### src/rtl/assert_macros.svh
`ifndef ASSERT_MACROS_SVH
`define ASSERT_MACROS_SVH

// Same-cycle implication, checked at every rising edge outside reset.
`define FMBQ_ASSERT_NOW(lbl, clk, rst_n, ante, cons) \
	lbl: assert property (@(posedge clk) disable iff (!rst_n) (ante) |-> (cons)) \
		else $error("fmbq: same-cycle check failed");

// Next-cycle implication, checked at every rising edge outside reset.
`define FMBQ_ASSERT_NEXT(lbl, clk, rst_n, ante, cons) \
	lbl: assert property (@(posedge clk) disable iff (!rst_n) (ante) |=> (cons)) \
		else $error("fmbq: next-cycle check failed");

`endif

### src/rtl/fmbq_pkg.sv
`default_nettype none

package fmbq_pkg;

	localparam int unsigned MODE_W   = 3;
	localparam int unsigned DATA_W   = 32;
	localparam int unsigned STATUS_W = 2;
	localparam int unsigned FILL_W   = 9;

	localparam logic [MODE_W-1:0] MODE_PUSH_FRONT = 3'd0;
	localparam logic [MODE_W-1:0] MODE_PUSH_MID   = 3'd1;
	localparam logic [MODE_W-1:0] MODE_PUSH_BACK  = 3'd2;
	localparam logic [MODE_W-1:0] MODE_POP_FRONT  = 3'd3;
	localparam logic [MODE_W-1:0] MODE_POP_MID    = 3'd4;
	localparam logic [MODE_W-1:0] MODE_POP_BACK   = 3'd5;

	localparam logic [STATUS_W-1:0] STATUS_OK    = 2'd0;
	localparam logic [STATUS_W-1:0] STATUS_EMPTY = 2'd1;
	localparam logic [STATUS_W-1:0] STATUS_FULL  = 2'd2;

	localparam logic signed [DATA_W-1:0] EMPTY_VALUE = -32'sd1;

	typedef logic [DATA_W-1:0] data_t;

	// Broadcast to every cell: open a gap at the index, or close the gap there.
	typedef struct packed {
		logic ins;
		logic rem;
	} cell_cmd_t;

endpackage

`default_nettype wire

### src/rtl/fmbq_ctrl.sv
`default_nettype none

// Holds the element count and turns each request into a shift command and
// the index that the cell row works around.
module fmbq_ctrl #(
	parameter int unsigned CAPACITY = 256,
	parameter int unsigned IDX_W    = 8,
	parameter int unsigned CNT_W    = 9
) (
	input  wire                               clk,
	input  wire                               arst_n,
	input  wire                               fire,
	input  wire [fmbq_pkg::MODE_W-1:0]        mode,
	output fmbq_pkg::cell_cmd_t               cmd,
	output logic [IDX_W-1:0]                  pos,
	output logic [fmbq_pkg::STATUS_W-1:0]     status,
	output logic [CNT_W-1:0]                  cnt,
	output logic [CNT_W-1:0]                  cnt_nxt
);

	localparam logic [CNT_W-1:0] CAP_C = CNT_W'(CAPACITY);
	localparam logic [CNT_W-1:0] ONE_C = CNT_W'(1);

	logic [CNT_W-1:0] cnt_q;
	logic [CNT_W-1:0] pos_w;
	logic             is_push;
	logic             is_pop;
	logic             full;
	logic             empty;

	assign full  = (cnt_q == CAP_C);
	assign empty = (cnt_q == '0);

	always_comb begin
		is_push = 1'b0;
		is_pop  = 1'b0;
		pos_w   = '0;
		case (mode)
			fmbq_pkg::MODE_PUSH_FRONT: begin
				is_push = 1'b1;
			end
			fmbq_pkg::MODE_PUSH_MID: begin
				is_push = 1'b1;
				pos_w   = cnt_q >> 1;
			end
			fmbq_pkg::MODE_PUSH_BACK: begin
				is_push = 1'b1;
				pos_w   = cnt_q;
			end
			fmbq_pkg::MODE_POP_FRONT: begin
				is_pop = 1'b1;
			end
			fmbq_pkg::MODE_POP_MID: begin
				is_pop = 1'b1;
				pos_w  = (cnt_q - ONE_C) >> 1;
			end
			fmbq_pkg::MODE_POP_BACK: begin
				is_pop = 1'b1;
				pos_w  = cnt_q - ONE_C;
			end
			default: begin
			end
		endcase
	end

	always_comb begin
		status = fmbq_pkg::STATUS_OK;
		if (is_push && full) begin
			status = fmbq_pkg::STATUS_FULL;
		end else if (is_pop && empty) begin
			status = fmbq_pkg::STATUS_EMPTY;
		end
	end

	assign cmd.ins = fire && is_push && !full;
	assign cmd.rem = fire && is_pop && !empty;
	assign pos     = pos_w[IDX_W-1:0];

	always_comb begin
		cnt_nxt = cnt_q;
		if (cmd.ins) begin
			cnt_nxt = cnt_q + ONE_C;
		end else if (cmd.rem) begin
			cnt_nxt = cnt_q - ONE_C;
		end
	end

	always_ff @(posedge clk or negedge arst_n) begin
		if (!arst_n) begin
			cnt_q <= '0;
		end else begin
			cnt_q <= cnt_nxt;
		end
	end

	assign cnt = cnt_q;

endmodule

`default_nettype wire

### config.mk
export PLATFORM = sky130hd
export DESIGN_NAME = fmbq_ctrl
export DESIGN_NICKNAME = d
export VERILOG_FILES = /design/src/rtl/assert_macros.svh /design/src/rtl/fmbq_pkg.sv /design/src/rtl/fmbq_ctrl.sv
export SDC_FILE = /design/constraint.sdc
export NUM_CORES = 1
export LEC_CHECK = 0
export BUFFER_PORTS_ARGS = -buffer_cell sky130_fd_sc_hd__clkbuf_2
export CAP_MARGIN = 10
export CELL_PAD_IN_SITES_DETAIL_PLACEMENT = 0
export CELL_PAD_IN_SITES_GLOBAL_PLACEMENT = 1
export CORE_AREA = 2 2 43 85
export CTS_CLUSTER_DIAMETER = 80
export DETAILED_ROUTE_END_ITERATION = 16
export DIE_AREA = 0 0 45 87
export PLACE_DENSITY = 0.75
export SLEW_MARGIN = 20
export SYNTH_ARGS = -nofsm -noshare
export SYNTH_HDL_FRONTEND = slang
export SYNTH_SLANG_ARGS = --single-unit
### constraint.sdc
create_clock -name clk -period 4.4 [get_ports clk]
set_input_delay 0.22 -clock clk [delete_from_list [all_inputs] [get_ports clk]]
set_output_delay 0.22 -clock clk [all_outputs]
set_load 0.02 [all_outputs]
==> results.yml <==
clock_tree:
  clk_pin_slew_worst_paths_ns: 0.05
  htreeDepth: 1
  cts_buffers: 3
  cts_tree: "done"
  clk_latency_ns: 0.23
  cts.sinks: 9
  clockBufferDepth: 2
  root_buffer: "clkbuf_8"
  cts_setup_buffers: 0
timing:
  max_slew_margin_pct: 65.4
  period_minus_slack_ns: 2.83
  final-hold-violation-count: 0
  worst_slew_pin_slew_ns: 0.518
  fin_crit_sh_pct: 64.4
  slew_violations: 0
  layout_setup_ws_ns: 1.57
  finalSetupViolCount: 0
  fin_tns_setup_ns: 0
  timing.fmax_mhz: 353
  finClkSkew_ns: 0.00435
  rsz0062_at_grt: "false"
final_layout:
  drive_above_1_share_pct: 26.2
  nets: 181
  area_delta_synth_final_pct: 18.1
  fill_cells: 386
  n_antenna_cell: 0
  fin_cells: 204
  largest_reg_flops: 9
detailed_routing:
  wl_per_cell_um: 16.2
  dr.pass1.iters: 4
  drtIter0Drc: 45
  routed_wirelength_um: 3310
  detail-route-antenna-nets: 0
  wl_met2_um: 1750
  wl_met3_um: 153
  topRoutingLayerUsed: "met4"
  viasPerCell: 6.01
  drc: 0
  drt-met1-wl_um: 1400
  vias: 1227
power_and_ir_drop:
  power.density_nw_per_um2: 667
  irDropWorstVdd_v: 0.000364
  leakage_nw: 0.549
logic_synthesis:
  synth_top_cell_by_area: "dfrtp_1"
  syn_inst: 145
  syn-cell-area_um2: 1100
  ys_top_cells_by_area: "dfrtp_1, a21oi_1, xor2_1"
  ys_seq_elements: 9
  synth.avg_cell_area_um2: 7.61
  yosysWarnings: 0
  async_reset_ff_share_pct: 100
  yosysMostFrequentCell: "nor2_1"
  synth_top_family_by_area: "simple AND/OR/NAND/NOR gates"
  synth.mux.area_fraction_pct: 3.17
  yosysTopAreaCellShare_pct: 20.4
  synth_fp_nets: 153
  synth.distinct_cells: 44
  synth_edf_count: 0
  synthTopCellsByCount: "nor2_1, a21oi_1, dfrtp_1, nand2_1"
  synth_simple_gate_area_share_pct: 30.5
  synth-compound-area-share_pct: 27.3
  synthXorXnorAreaFrac_pct: 7.94
  yosys_most_used_dff: "dfrtp_1"
  synth_fa_ha_area_share_pct: 2.27
  synth_seq_area_share_pct: 20.4
critical_path:
  r2r-end: "cnt[4]"
  setup.worst_path.class: "reg -> out"
  crit_fanout: 10
  critPathLaunch: "cnt[0]"
  required_ns: 4.18
  arrival_ns: 2.61
  rrSetupSlack_ns: 2.09
  rr_startpoint: "cnt[0]"
  crit_top_cell: "inv_1"
  worstPathCellList: "inv_1 > ha_1 > nor4b_4 > nand3b_1 > o21ai_2 > inv_1 > a22oi_1 > xnor2_1 > clkbuf_2"
  critPathSlowestCell: "dfrtp_1"
  reg2reg_depth: 8
  start_kind: "flip-flop"
  cpPeakStageDelay_ns: 0.50
  crit_path_end_kind: "output port"
floorplanning:
  rows: 30
  io_pins: 36
  core_area_um2: 3300
  die_height_um: 87
  die-area_um2: 3920
  die_x_um: 45
  start_util_pct: 33.4
global_routing:
  antenna_found_initial: 0
  grt_pass1_vias: 1102
  grt_pass1_wl_um: 5250
  grt_max_degree: 22
  grt_overflow: 0
  gr-usage-all-layers_pct: 17.4
placed_design:
  port_buffers: 35
  dp.cells: 199
  pre_cts_slack_ns: 1.82
  post-dp-hpwl_um: 2500
  place.gp.congestion: 0.857
run:
  cap_violations: 0
run_status:
  status: "finished clean"
min_path:
  min_path_type: "in -> async"
## stage by stage
step	instance area, um^2	power [mW]	utilization (%)	hold WS [ns]
after global placement	1250	0.780	37.8	0.0916
final	1300	0.869	39.5	0.380
after floorplan	1100	0.631	-	-0.0756
after CTS	1300	0.880	39.5	0.382
after global routing	1300	0.943	39.5	0.397
after detailed placement	1250	0.778	37.8	0.0925
## routing by layer
layer | up-vias | track usage, %
li1 | 588 | -
met1 | 604 | 21.5
met2 | 33 | 31.0
met3 | 2 | 3.32
met4 | 0 | 1.60
met5 | - | 0
## cells in the final DEF (no fill, tap or decap), drive strengths merged, types with 3 or more instances in the layout
| cell type | synthesis | layout |
|---|---|---|
| xor2 | 6 | 6 |
| a22oi | 6 | 6 |
| nand3 | 6 | 6 |
| o211ai | 4 | 4 |
| clkbuf | 7 | 39 |
| nor2b | 6 | 6 |
| nand2b | 3 | 3 |
| nand3b | 3 | 3 |
| o22ai | 6 | 6 |
| a21oi | 12 | 12 |
| o21ai | 7 | 7 |
| dfrtp | 9 | 9 |
| nor3 | 7 | 7 |
| nand2 | 8 | 8 |
| nor2 | 13 | 13 |
| xnor2 | 4 | 4 |
| inv | 5 | 5 |
## worst max-delay path: cells and delay by family, from the launching register on
family / cells / cell delay (ns)
buf+inv: 3 / 0.44
compound gates: 2 / 0.44
fa+ha+maj: 1 / 0.23
xor+xnor: 1 / 0.16
flops: 1 / 0.50
simple gates: 2 / 0.62
## where the power goes
part	leakage, nW	switching, mW	internal [mW]	total (mW)
registers	0.103	0.141	0.119	0.260
logic	0.423	0.319	0.194	0.513
clock network	0.0228	0.0326	0.0631	0.0958
## area by class of cell
cell class | instances | area (um^2) | share of cell area, %
multi-input cells | 117 | 786 | 60.3
flip-flops and latches | 9 | 225 | 17.3
repair buffers | 36 | 185 | 14.2
clock buffers | 4 | 45.0 | 3.45
well taps | 32 | 40.0 | 3.07
inverters | 6 | 22.5 | 1.73
## worst max path at each step
stage / end / depth (start not counted)
5_1_grt: cnt_nxt[5] / 9
6_report: cnt_nxt[5] / 9
3_5_place_dp: cnt_nxt[5] / 9
3_3_place_gp: cnt_nxt[5] / 9
4_1_cts: cnt_nxt[5] / 9
2_1_floorplan: cnt_nxt[7] / 8
## logic make-up after synthesis
logic type	count (synthesis)
AO/OA/AOI/OAI	45
XOR/XNOR	10
adder cells (fa/ha/maj)	2
buffers and inverters	19
flip-flops	9
multiplexers	3
AND/OR/NAND/NOR	57
## what timing repair did
item | CTS | global route
endpoints found under the hold margin | 9 | 0
hold buffers | 1 | 0
gates resized for setup | 0 | 0
Note: power is estimated with default switching activity, not from simulation.
