[config.mk]
export PLATFORM = sky130hd
export DESIGN_NAME = fmbq_cell
export DESIGN_NICKNAME = d
export VERILOG_FILES = /design/src/rtl/assert_macros.svh /design/src/rtl/fmbq_pkg.sv /design/src/rtl/fmbq_cell.sv
export SDC_FILE = /design/constraint.sdc
export NUM_CORES = 1
export LEC_CHECK = 0
export BUFFER_PORTS_ARGS = -buffer_cell sky130_fd_sc_hd__buf_2
export CAP_MARGIN = 0
export CORE_MARGIN = 1.5
export CORE_UTILIZATION = 42
export CTS_CLUSTER_DIAMETER = 100
export DETAILED_ROUTE_END_ITERATION = 7
export GPL_ROUTABILITY_DRIVEN = 0
export PLACE_DENSITY_LB_ADDON = 0.15
export RECOVER_POWER = 25
export SETUP_SLACK_MARGIN = 0.2
export SLEW_MARGIN = 15
export SYNTH_ARGS = -nofsm -noshare
export SYNTH_HDL_FRONTEND = slang
export SYNTH_SLANG_ARGS = --single-unit
[constraint.sdc]
create_clock -name clk -period 8.4 [get_ports clk]
set_input_delay 1.68 -clock clk [delete_from_list [all_inputs] [get_ports clk]]
set_output_delay 1.68 -clock clk [all_outputs]
set_load 0.01 [all_outputs]
[src/rtl/assert_macros.svh]
`ifndef ASSERT_MACROS_SVH
`define ASSERT_MACROS_SVH

// Same-cycle implication, checked at every rising edge outside reset.
`define FMBQ_ASSERT_NOW(lbl, clk, rst_n, ante, cons) \
	lbl: assert property (@(posedge clk) disable iff (!rst_n) (ante) |-> (cons)) \
		else $error("fmbq: same-cycle check failed");

// Next-cycle implication, checked at every rising edge outside reset.
`define FMBQ_ASSERT_NEXT(lbl, clk, rst_n, ante, cons) \
	lbl: assert property (@(posedge clk) disable iff (!rst_n) (ante) |=> (cons)) \
		else $error("fmbq: next-cycle check failed");

`endif

[src/rtl/fmbq_pkg.sv]
`default_nettype none

package fmbq_pkg;

	localparam int unsigned MODE_W   = 3;
	localparam int unsigned DATA_W   = 32;
	localparam int unsigned STATUS_W = 2;
	localparam int unsigned FILL_W   = 9;

	localparam logic [MODE_W-1:0] MODE_PUSH_FRONT = 3'd0;
	localparam logic [MODE_W-1:0] MODE_PUSH_MID   = 3'd1;
	localparam logic [MODE_W-1:0] MODE_PUSH_BACK  = 3'd2;
	localparam logic [MODE_W-1:0] MODE_POP_FRONT  = 3'd3;
	localparam logic [MODE_W-1:0] MODE_POP_MID    = 3'd4;
	localparam logic [MODE_W-1:0] MODE_POP_BACK   = 3'd5;

	localparam logic [STATUS_W-1:0] STATUS_OK    = 2'd0;
	localparam logic [STATUS_W-1:0] STATUS_EMPTY = 2'd1;
	localparam logic [STATUS_W-1:0] STATUS_FULL  = 2'd2;

	localparam logic signed [DATA_W-1:0] EMPTY_VALUE = -32'sd1;

	typedef logic [DATA_W-1:0] data_t;

	// Broadcast to every cell: open a gap at the index, or close the gap there.
	typedef struct packed {
		logic ins;
		logic rem;
	} cell_cmd_t;

endpackage

`default_nettype wire

[src/rtl/fmbq_cell.sv]
`default_nettype none

// One slot of the queue. It holds its element, takes a neighbour's element
// when the row shifts, and offers its element when the shared index names it.
module fmbq_cell #(
	parameter int unsigned IDX_W = 8,
	parameter int unsigned IDX   = 0
) (
	input  wire                     clk,
	input  wire fmbq_pkg::cell_cmd_t cmd,
	input  wire [IDX_W-1:0]         pos,
	input  wire fmbq_pkg::data_t    left_val,
	input  wire fmbq_pkg::data_t    right_val,
	input  wire fmbq_pkg::data_t    new_val,
	output fmbq_pkg::data_t         val,
	output fmbq_pkg::data_t         rd_val
);

	localparam logic [IDX_W-1:0] MY_IDX = IDX_W'(IDX);

	fmbq_pkg::data_t val_q;
	logic            at_pos;
	logic            past_pos;

	assign at_pos   = (pos == MY_IDX);
	assign past_pos = (MY_IDX > pos);

	always_ff @(posedge clk) begin
		if (cmd.ins) begin
			if (at_pos) begin
				val_q <= new_val;
			end else if (past_pos) begin
				val_q <= left_val;
			end
		end else if (cmd.rem && (at_pos || past_pos)) begin
			val_q <= right_val;
		end
	end

	assign val    = val_q;
	assign rd_val = at_pos ? val_q : '0;

endmodule

`default_nettype wire

==> flow_metrics.py, run 1 <==
metrics = {
    "status": {
        "outcome": "finished, final reports clean",
    },
    "timing": {
        "post-route-period-util": 0.5261,
        "hold_viol": 0,
        "min_period_ns": 4.419,
        "max_freq_mhz": 226.3,
        "rsz0062_at_grt": "no",
        "holdWs_ns": 1.740,
        "worst_pin_slew_ns": 1.024,
        "relSlewSlack": 0.3139,
        "setup_viol_count_final": 0,
        "finalSetupTns_ns": 0,
        "setup_ws_ns": 3.981,
        "drv_slew": 0,
    },
    "cts": {
        "postCtsSetupRepairBufs": 0,
        "clock_sinks": 32,
        "cts_tree": "built",
        "cts_buffer_depth": 2,
        "numCtsBuffers": 5,
        "cts_hold_buf": 0,
        "htree_levels": 2,
        "cts-root-buf": "clkbuf_8",
        "clkTransAtPathRegs_ns": 0.07,
        "cts_resized": 0,
    },
    "pwr": {
        "p_switching_mw": 0.08178,
        "p_comb_frac": 0.159,
        "pwr-share-seq": 0.516,
        "power_leakage_nw": 1.341,
        "worst_ir_drop_vdd_v": 0.00005555,
        "pwr-share-clk": 0.325,
        "total_power_mw": 0.3445,
        "power_density_nw_per_um2": 119.5,
        "swShare": 0.2374,
        "p_int_mw": 0.2627,
    },
    "final_layout": {
        "fin_nets": 488,
        "nFillCells": 460,
        "seqCellArea_um2": 960.9,
        "area_growth_pct": 41.85,
        "antenna_cells": 0,
        "largest_reg_flops": 32,
        "design_area_um2": 2884,
        "multi_input_area_um2": 919.6,
        "drive_gt1_frac": 0.4031,
    },
    "route": {
        "via_count": 2322,
        "firstDrtPassIters": 5,
        "vias_per_cell": 5.326,
        "drc_errors": 0,
        "wl_per_cell_um": 14.37,
        "routed_wl_mm": 6.265,
        "initialDrtViolationCount": 142,
        "antenna_left": 0,
    },
    "worst_setup_path": {
        "crit_type": "in2out",
        "crit_arrival_ns": 2.74,
        "start_kind": "input port",
        "end_kind": "output port",
        "cp_data_required_time_ns": 6.72,
        "crit_fanout": 34,
    },
    "logic_synthesis": {
        "synth_top_area_frac": 0.4726,
        "yosysWarnings": 0,
        "syn-cell-area_um2": 2033,
        "yosysSeqAreaShare": 0.4726,
        "syn-instance-count": 223,
        "ys_ff_latch": 32,
        "synth_cell_type_count": 15,
        "yosysTopAreaCell": "edfxtp_1",
        "ys_top_cells_by_area": "edfxtp_1 (47%), a31oi_1 (9.8%), and3_1 (9.8%)",
        "syn_nets": 330,
        "avgSynthCellArea_um2": 9.117,
    },
    "floorplanning": {
        "fp.dieArea_um2": 5267,
        "rows": 25,
        "core_area_um2": 4692,
        "die-width_um": 72.58,
        "start_util": 0.4333,
        "die_h_um": 72.58,
        "ios": 171,
    },
    "global_routing": {
        "grt_max_degree": 66,
        "grt_pass1_wl_mm": 9.066,
        "overflow": 0,
        "antenna_found_initial": 0,
        "grt.total_usage": 0.2249,
        "grt_pass1_vias": 1905,
    },
    "placed_design": {
        "dpl_worst_slack_ns": 3.981,
        "postPlaceCellArea_um2": 2844,
        "port_buffers": 170,
        "dpl.hpwl_mm": 4.394,
    },
    "job": {
        "drv_cap": 0,
    },
    "min_path": {
        "hp-class": "in2reg",
    },
}
-- cell usage after synthesis --
master / n
nor2_1: 33
a31oi_1: 32
and3_1: 32
edfxtp_1: 32
nand3_1: 32
o21ai_1: 29
clkbuf_1: 10
buf_6: 6
clkbuf_2: 4
buf_4: 3
o21ai_0: 3
buf_2: 2
nor4_4: 2
or4_4: 2
nor3_1: 1
-- critical path, cell delays in order --
cell and delay, ns:
buf_2 0.12, nor4_4 0.28, buf_4 0.33, and3_1 0.20, buf_2 0.12
-- cell type report --
| class | count | share of cell area |
|---|---|---|
| sequential | 32 | 0.3332 |
| multi-input combinational | 166 | 0.3189 |
| timing repair buffer | 176 | 0.2967 |
| clock buffer | 7 | 0.02646 |
| tap | 54 | 0.02343 |
| clock inverter | 1 | 0.001302 |
-- placed cells by master (no fill, tap or decap), drive strengths merged --
cell	synthesis	final
nor3	1	1
nor4	2	2
edfxtp	32	32
clkbuf	14	39
or4	2	2
o21ai	32	32
a31oi	32	32
clkinv	0	1
nand3	32	32
buf	11	144
nor2	33	33
and3	32	32
-- power by group through the flow --
| stage | clock, mW | sequential [mW] | combinational [mW] |
|---|---|---|---|
| detailed placement | 0 | 0.181 | 0.0549 |
| global placement | 0 | 0.181 | 0.0538 |
| CTS | 0.115 | 0.178 | 0.0550 |
| finish | 0.112 | 0.178 | 0.0549 |
| global route | 0.120 | 0.178 | 0.0616 |
| floorplan | 0 | 0.181 | 0.0257 |
-- layer usage --
layer	vias up	GRT usage	wire [um]	part of all wire
met2	132	0.3894	3076	0.49
met5	-	0	0	0
met3	9	0.03315	480	0.077
met1	1018	0.2844	2615	0.42
met4	0	0.08386	93	0.015
li1	1163	-	-	-
-- metrics by stage --
| step | cells | util |
|---|---|---|
| 2_1_floorplan | 223 | - |
| 6_report | 436 | 0.6147 |
| 3_5_place_dp | 428 | 0.6061 |
| 4_1_cts | 436 | 0.6232 |
| 5_1_grt | 436 | 0.6147 |
| 3_3_place_gp | 428 | 0.6061 |
-- final timing paths --
path	start	cells past startpoint	to
worst max-delay path	pos[1]	5	rd_val[22]
worst min-delay path	right_val[17]	3	val[17]$_DFFE_PP_
-- cells by family after synthesis --
| family | synth area share |
|---|---|
| DFF | 0.4726 |
| buffers and inverters | 0.07754 |
| AOI/OAI and AO/OA | 0.1772 |
| and+or+nand+nor | 0.2726 |
No activity file was read; power rests on OpenSTA's default activity.
==> run 2: changes to the inputs <==
- ABC_AREA: unset -> 1
- CORE_UTILIZATION: 42 -> 41
- clock period: 8.4 -> 4.3 ns (I/O delays scaled with it)
==> flow_metrics.py, run 2 <==
metrics = {
    "status": {
        "outcome": "finished, final reports clean",
    },
    "cts": {
        "postCtsSetupRepairBufs": 0,
        "cts_buffer_depth": 2,
        "htree_levels": 2,
        "numCtsBuffers": 5,
        "cts_hold_buf": 0,
        "clkTransAtPathRegs_ns": 0.06,
        "cts_resized": 0,
        "clock_sinks": 32,
        "cts-root-buf": "clkbuf_8",
        "cts_tree": "built",
    },
    "floorplanning": {
        "die_h_um": 77.34,
        "fp.dieArea_um2": 5981,
        "start_util": 0.4353,
        "rows": 26,
        "core_area_um2": 5205,
        "ios": 171,
        "die-width_um": 77.34,
    },
    "worst_setup_path": {
        "crit_fanout": 33,
        "start_kind": "input port",
        "end_kind": "output port",
        "crit_type": "in2out",
        "crit_arrival_ns": 2.27,
        "cp_data_required_time_ns": 3.44,
    },
    "global_routing": {
        "overflow": 0,
        "grt_pass1_vias": 2247,
        "antenna_found_initial": 0,
        "grt_pass1_wl_mm": 9.860,
        "grt_max_degree": 35,
        "grt.total_usage": 0.2090,
    },
    "placed_design": {
        "port_buffers": 170,
        "dpl.hpwl_mm": 4.655,
        "dp.cells": 543,
        "dpl_worst_slack_ns": 1.149,
    },
    "logic_synthesis": {
        "synth_common_cells": "nand2_1 (96), inv_1 (65), nor2_1 (38)",
        "synth.most_common_cell": "nand2_1",
        "syn_nets": 425,
        "synth_edf_count": 32,
        "yosysWarnings": 0,
        "ys_ff_latch": 32,
        "synth_top_area_frac": 0.4241,
        "yosysTopAreaCell": "edfxtp_1",
        "async_reset_ff_frac": 0,
        "ys_top_cells_by_area": "edfxtp_1 (42%), nand2_1 (16%), inv_1 (11%)",
        "yosys_most_used_dff": "edfxtp_1",
        "avgSynthCellArea_um2": 7.126,
        "synth_cell_type_count": 13,
        "syn-instance-count": 318,
        "syn-cell-area_um2": 2266,
        "yosysSeqAreaShare": 0.4241,
    },
    "timing": {
        "setup_viol_count_final": 0,
        "hold_viol": 0,
        "finalSetupTns_ns": 0,
        "drv_slew": 0,
        "worst_pin_slew_ns": 1.013,
        "post-route-period-util": 0.7284,
        "max_freq_mhz": 319.3,
        "rsz0062_at_grt": "no",
        "setup_ws_ns": 1.168,
        "min_period_ns": 3.132,
        "relSlewSlack": 0.3240,
    },
    "route": {
        "routed_wl_mm": 6.379,
        "vias_per_cell": 4.512,
        "via_count": 2486,
        "initialDrtViolationCount": 83,
        "drc_errors": 0,
        "wl_per_cell_um": 11.58,
        "antenna_left": 0,
        "firstDrtPassIters": 4,
    },
    "pwr": {
        "p_comb_frac": 0.167,
        "swShare": 0.2331,
        "power_density_nw_per_um2": 212.6,
        "worst_ir_drop_vdd_v": 0.0001237,
        "p_int_mw": 0.5148,
        "pwr-share-seq": 0.517,
        "p_switching_mw": 0.1565,
        "power_leakage_nw": 1.801,
        "pwr-share-clk": 0.316,
    },
    "final_layout": {
        "fin_cells": 551,
        "final_core_util": 0.6067,
        "layout_common_cells": "buf_2 (138), nand2_1 (96), inv_1 (65), nor2_1 (37)",
        "nFillCells": 534,
        "layout_commonest_cell": "buf_2",
        "area_growth_pct": 39.37,
        "drive_gt1_frac": 0.3202,
        "antenna_cells": 0,
        "largest_reg_flops": 32,
        "fin_nets": 587,
    },
    "min_path": {
        "hp-class": "in2reg",
    },
    "job": {
        "drv_cap": 0,
    },
}
==> run 2: changes by cell type after synthesis, moves of 3 or more <==
cell      delta
o21bai_1    +32
a31oi_1     -32
clkbuf_2     -4
buf_4        -3
nand2_1     +96
inv_1       +65
o21ai_0      -3
o21ai_1     -29
and3_1      -32
nor2_1       +5
==> run 2: critical path: stages <==
cell and delay, ns:
buf_2 0.10, nor2_1 0.11, nand2_2 0.41, nor2_8 0.24, inv_2 0.22, nor2_1 0.15
buf_2 0.15
==> run 2: kinds of logic (layout without fill, tap and decap cells) <==
group / count (synthesis) / count (layout) / share of synthesized area
buf+inv: 85 / 248 / 0.1629
flops: 32 / 32 / 0.4241
compound gates: 32 / 32 / 0.1060
simple gates: 169 / 169 / 0.3070
==> run 2: worst paths after layout <==
| kind | slack, ns | to | startpoint | cells after the start |
|---|---|---|---|---|
| setup / recovery | 1.17 | rd_val[13] | pos[4] | 7 |
| hold / removal | 0.86 | val[19]$_DFFE_PP_ | right_val[19] | 3 |
==> run 2: layout make-up <==
cell class,count,area (um2),share of cell area
inverter,66,247.7,0.07845
timing repair buffer,174,840.8,0.2662
clock buffer,5,68.82,0.02179
clock inverter,3,13.76,0.004358
tap,70,87.58,0.02773
sequential,32,960.9,0.3043
multi-input combinational,201,938.4,0.2971
==> run 2: power by group through the flow <==
stage	Sequential, mW	Combinational, mW	Clock (mW)
floorplan	0.354	0.0548	0
global placement	0.354	0.111	0
detailed placement	0.354	0.112	0
CTS	0.347	0.113	0.222
global route	0.347	0.127	0.234
finish	0.347	0.112	0.212
==> run 2: stage by stage <==
step | cell area (um2) | total power, mW | hold WS [ns]
final | 3158 | 0.6713 | 0.8578
after global routing | 3158 | 0.7074 | 0.8500
after CTS | 3198 | 0.6822 | 0.8421
after detailed placement | 3115 | 0.4660 | 1.137
after global placement | 3115 | 0.4651 | 1.133
after floorplan | 2266 | 0.4092 | 1.046
==> run 2: routing by layer <==
layer,GRT usage,vias up,wire (um)
met5,0,-,0
met4,0.08545,0,108
met3,0.03765,8,563
met2,0.3860,130,3088
met1,0.2352,1057,2618
li1,-,1291,-
==> run 3: changes to the inputs <==
- CORE_UTILIZATION: 41 -> 37
- clock period: 4.3 -> 2.8 ns (I/O delays scaled with it)
==> flow_metrics.py, run 3 (same netlist as run 2, synthesis figures left out) <==
metrics = {
    "status": {
        "outcome": "finished, final reports clean",
    },
    "worst_setup_path": {
        "critPathMaxStageDelay_ns": 0.23,
        "critPathBufInv": 3,
        "end_kind": "output port",
        "crit_type": "in2out",
        "path_cells": "buf_2 > nor2_1 > nand2_2 > nor2_8 > inv_2 > nor2_1 > buf_2",
        "crit_fanout": 33,
        "cp_top_family": "simple AND/OR/NAND/NOR gates",
        "cp_data_required_time_ns": 2.24,
        "start_kind": "input port",
        "crit_arrival_ns": 1.57,
        "slowest_stage": "inv_2",
    },
    "global_routing": {
        "antenna_found_initial": 0,
        "grt_max_degree": 34,
        "grt_pass1_vias": 2191,
        "overflow": 0,
        "grt_pass1_wl_mm": 9.804,
        "grt.total_usage": 0.1977,
    },
    "floorplanning": {
        "rows": 28,
        "core_area_um2": 5921,
        "fp.dieArea_um2": 6602,
        "start_util": 0.3827,
        "die-width_um": 81.26,
        "ios": 171,
        "die_h_um": 81.26,
    },
    "cts": {
        "cts_resized": 0,
        "numCtsBuffers": 5,
        "cts_buffer_depth": 2,
        "postCtsSetupRepairBufs": 0,
        "cts_hold_buf": 0,
        "clock_sinks": 32,
        "clkTransAtPathRegs_ns": 0.06,
        "htree_levels": 2,
        "cts-root-buf": "clkbuf_8",
        "cts_tree": "built",
    },
    "min_path": {
        "hp-class": "in2reg",
    },
    "timing": {
        "hold_viol": 0,
        "max_freq_mhz": 469.8,
        "min_period_ns": 2.128,
        "holdWs_ns": 0.5563,
        "finalSetupTns_ns": 0,
        "rsz0062_at_grt": "no",
        "post-route-period-util": 0.7602,
        "relSlewSlack": 0.3116,
        "drv_slew": 0,
        "setup_viol_count_final": 0,
        "setup_ws_ns": 0.6716,
        "worst_pin_slew_ns": 1.032,
    },
    "final_layout": {
        "area_growth_pct": 40.25,
        "fin_nets": 589,
        "layout_common_cells": "buf_2 (138), nand2_1 (96), inv_1 (65), nor2_1 (37)",
        "final_core_util": 0.5368,
        "largest_reg_flops": 32,
        "layout_commonest_cell": "buf_2",
        "fin_cells": 557,
        "drive_gt1_frac": 0.3195,
        "antenna_cells": 0,
    },
    "route": {
        "via_count": 2490,
        "firstDrtPassIters": 4,
        "antenna_left": 0,
        "initialDrtViolationCount": 106,
        "routed_wl_mm": 6.500,
        "vias_per_cell": 4.470,
        "wl_per_cell_um": 11.67,
        "drc_errors": 0,
    },
    "pwr": {
        "worst_ir_drop_vdd_v": 0.0001606,
        "power_density_nw_per_um2": 323.0,
        "power_leakage_nw": 1.804,
    },
    "placed_design": {
        "dp.cells": 550,
        "dpl.hpwl_mm": 4.797,
        "port_buffers": 170,
        "dpl_worst_slack_ns": 0.6462,
    },
    "job": {
        "drv_cap": 0,
    },
}
[run 3: cell count changes in the layout (fill, tap and decap cells not counted), sizes merged]
cell    previous run  this run
buf              142       144
clkinv             3         2
[run 3: metal layers]
layer	share of wire	global-route usage	vias up
met3	0.095	0.05056	10
met1	0.41	0.2266	1057
met2	0.48	0.3533	131
met4	0.018	0.07069	0
li1	-	-	1292
met5	0	0	-
[run 3: area by class of cell]
cell class,instances,area (um2)
multi-input cells,201,943.4
well taps,75,93.84
flip-flops and latches,32,960.9
inverters,66,247.7
clock inverters,2,7.507
repair buffers,176,855.8
fillers,627,2743
clock buffers,5,68.82
[run 3: worst min-delay path, cell delays in order]
cell     delay (ns)
buf_2          0.08
nand2_1        0.04
nand2_1        0.05
[run 3: path summary, 6_finish.rpt]
| path | from | to | slack [ns] | cells past startpoint |
|---|---|---|---|---|
| max | pos[4] | rd_val[24] | 0.67 | 7 |
| min | right_val[16] | val[16]$_DFFE_PP_ | 0.56 | 3 |
[run 3: power breakdown]
group          switching [mW]  leakage [nW]  internal (mW)
Combinational          0.0811          1.49         0.0914
Clock                   0.157        0.0391          0.164
Sequential           0.000739         0.278          0.532
Total                   0.239          1.80          0.788
[run 3: metrics by stage]
step	cell area [um2]	total power, mW
finish	3178	1.027
global route	3178	1.087
CTS	3218	1.039
detailed placement	3142	0.7168
global placement	3142	0.7146
floorplan	2268	0.6285
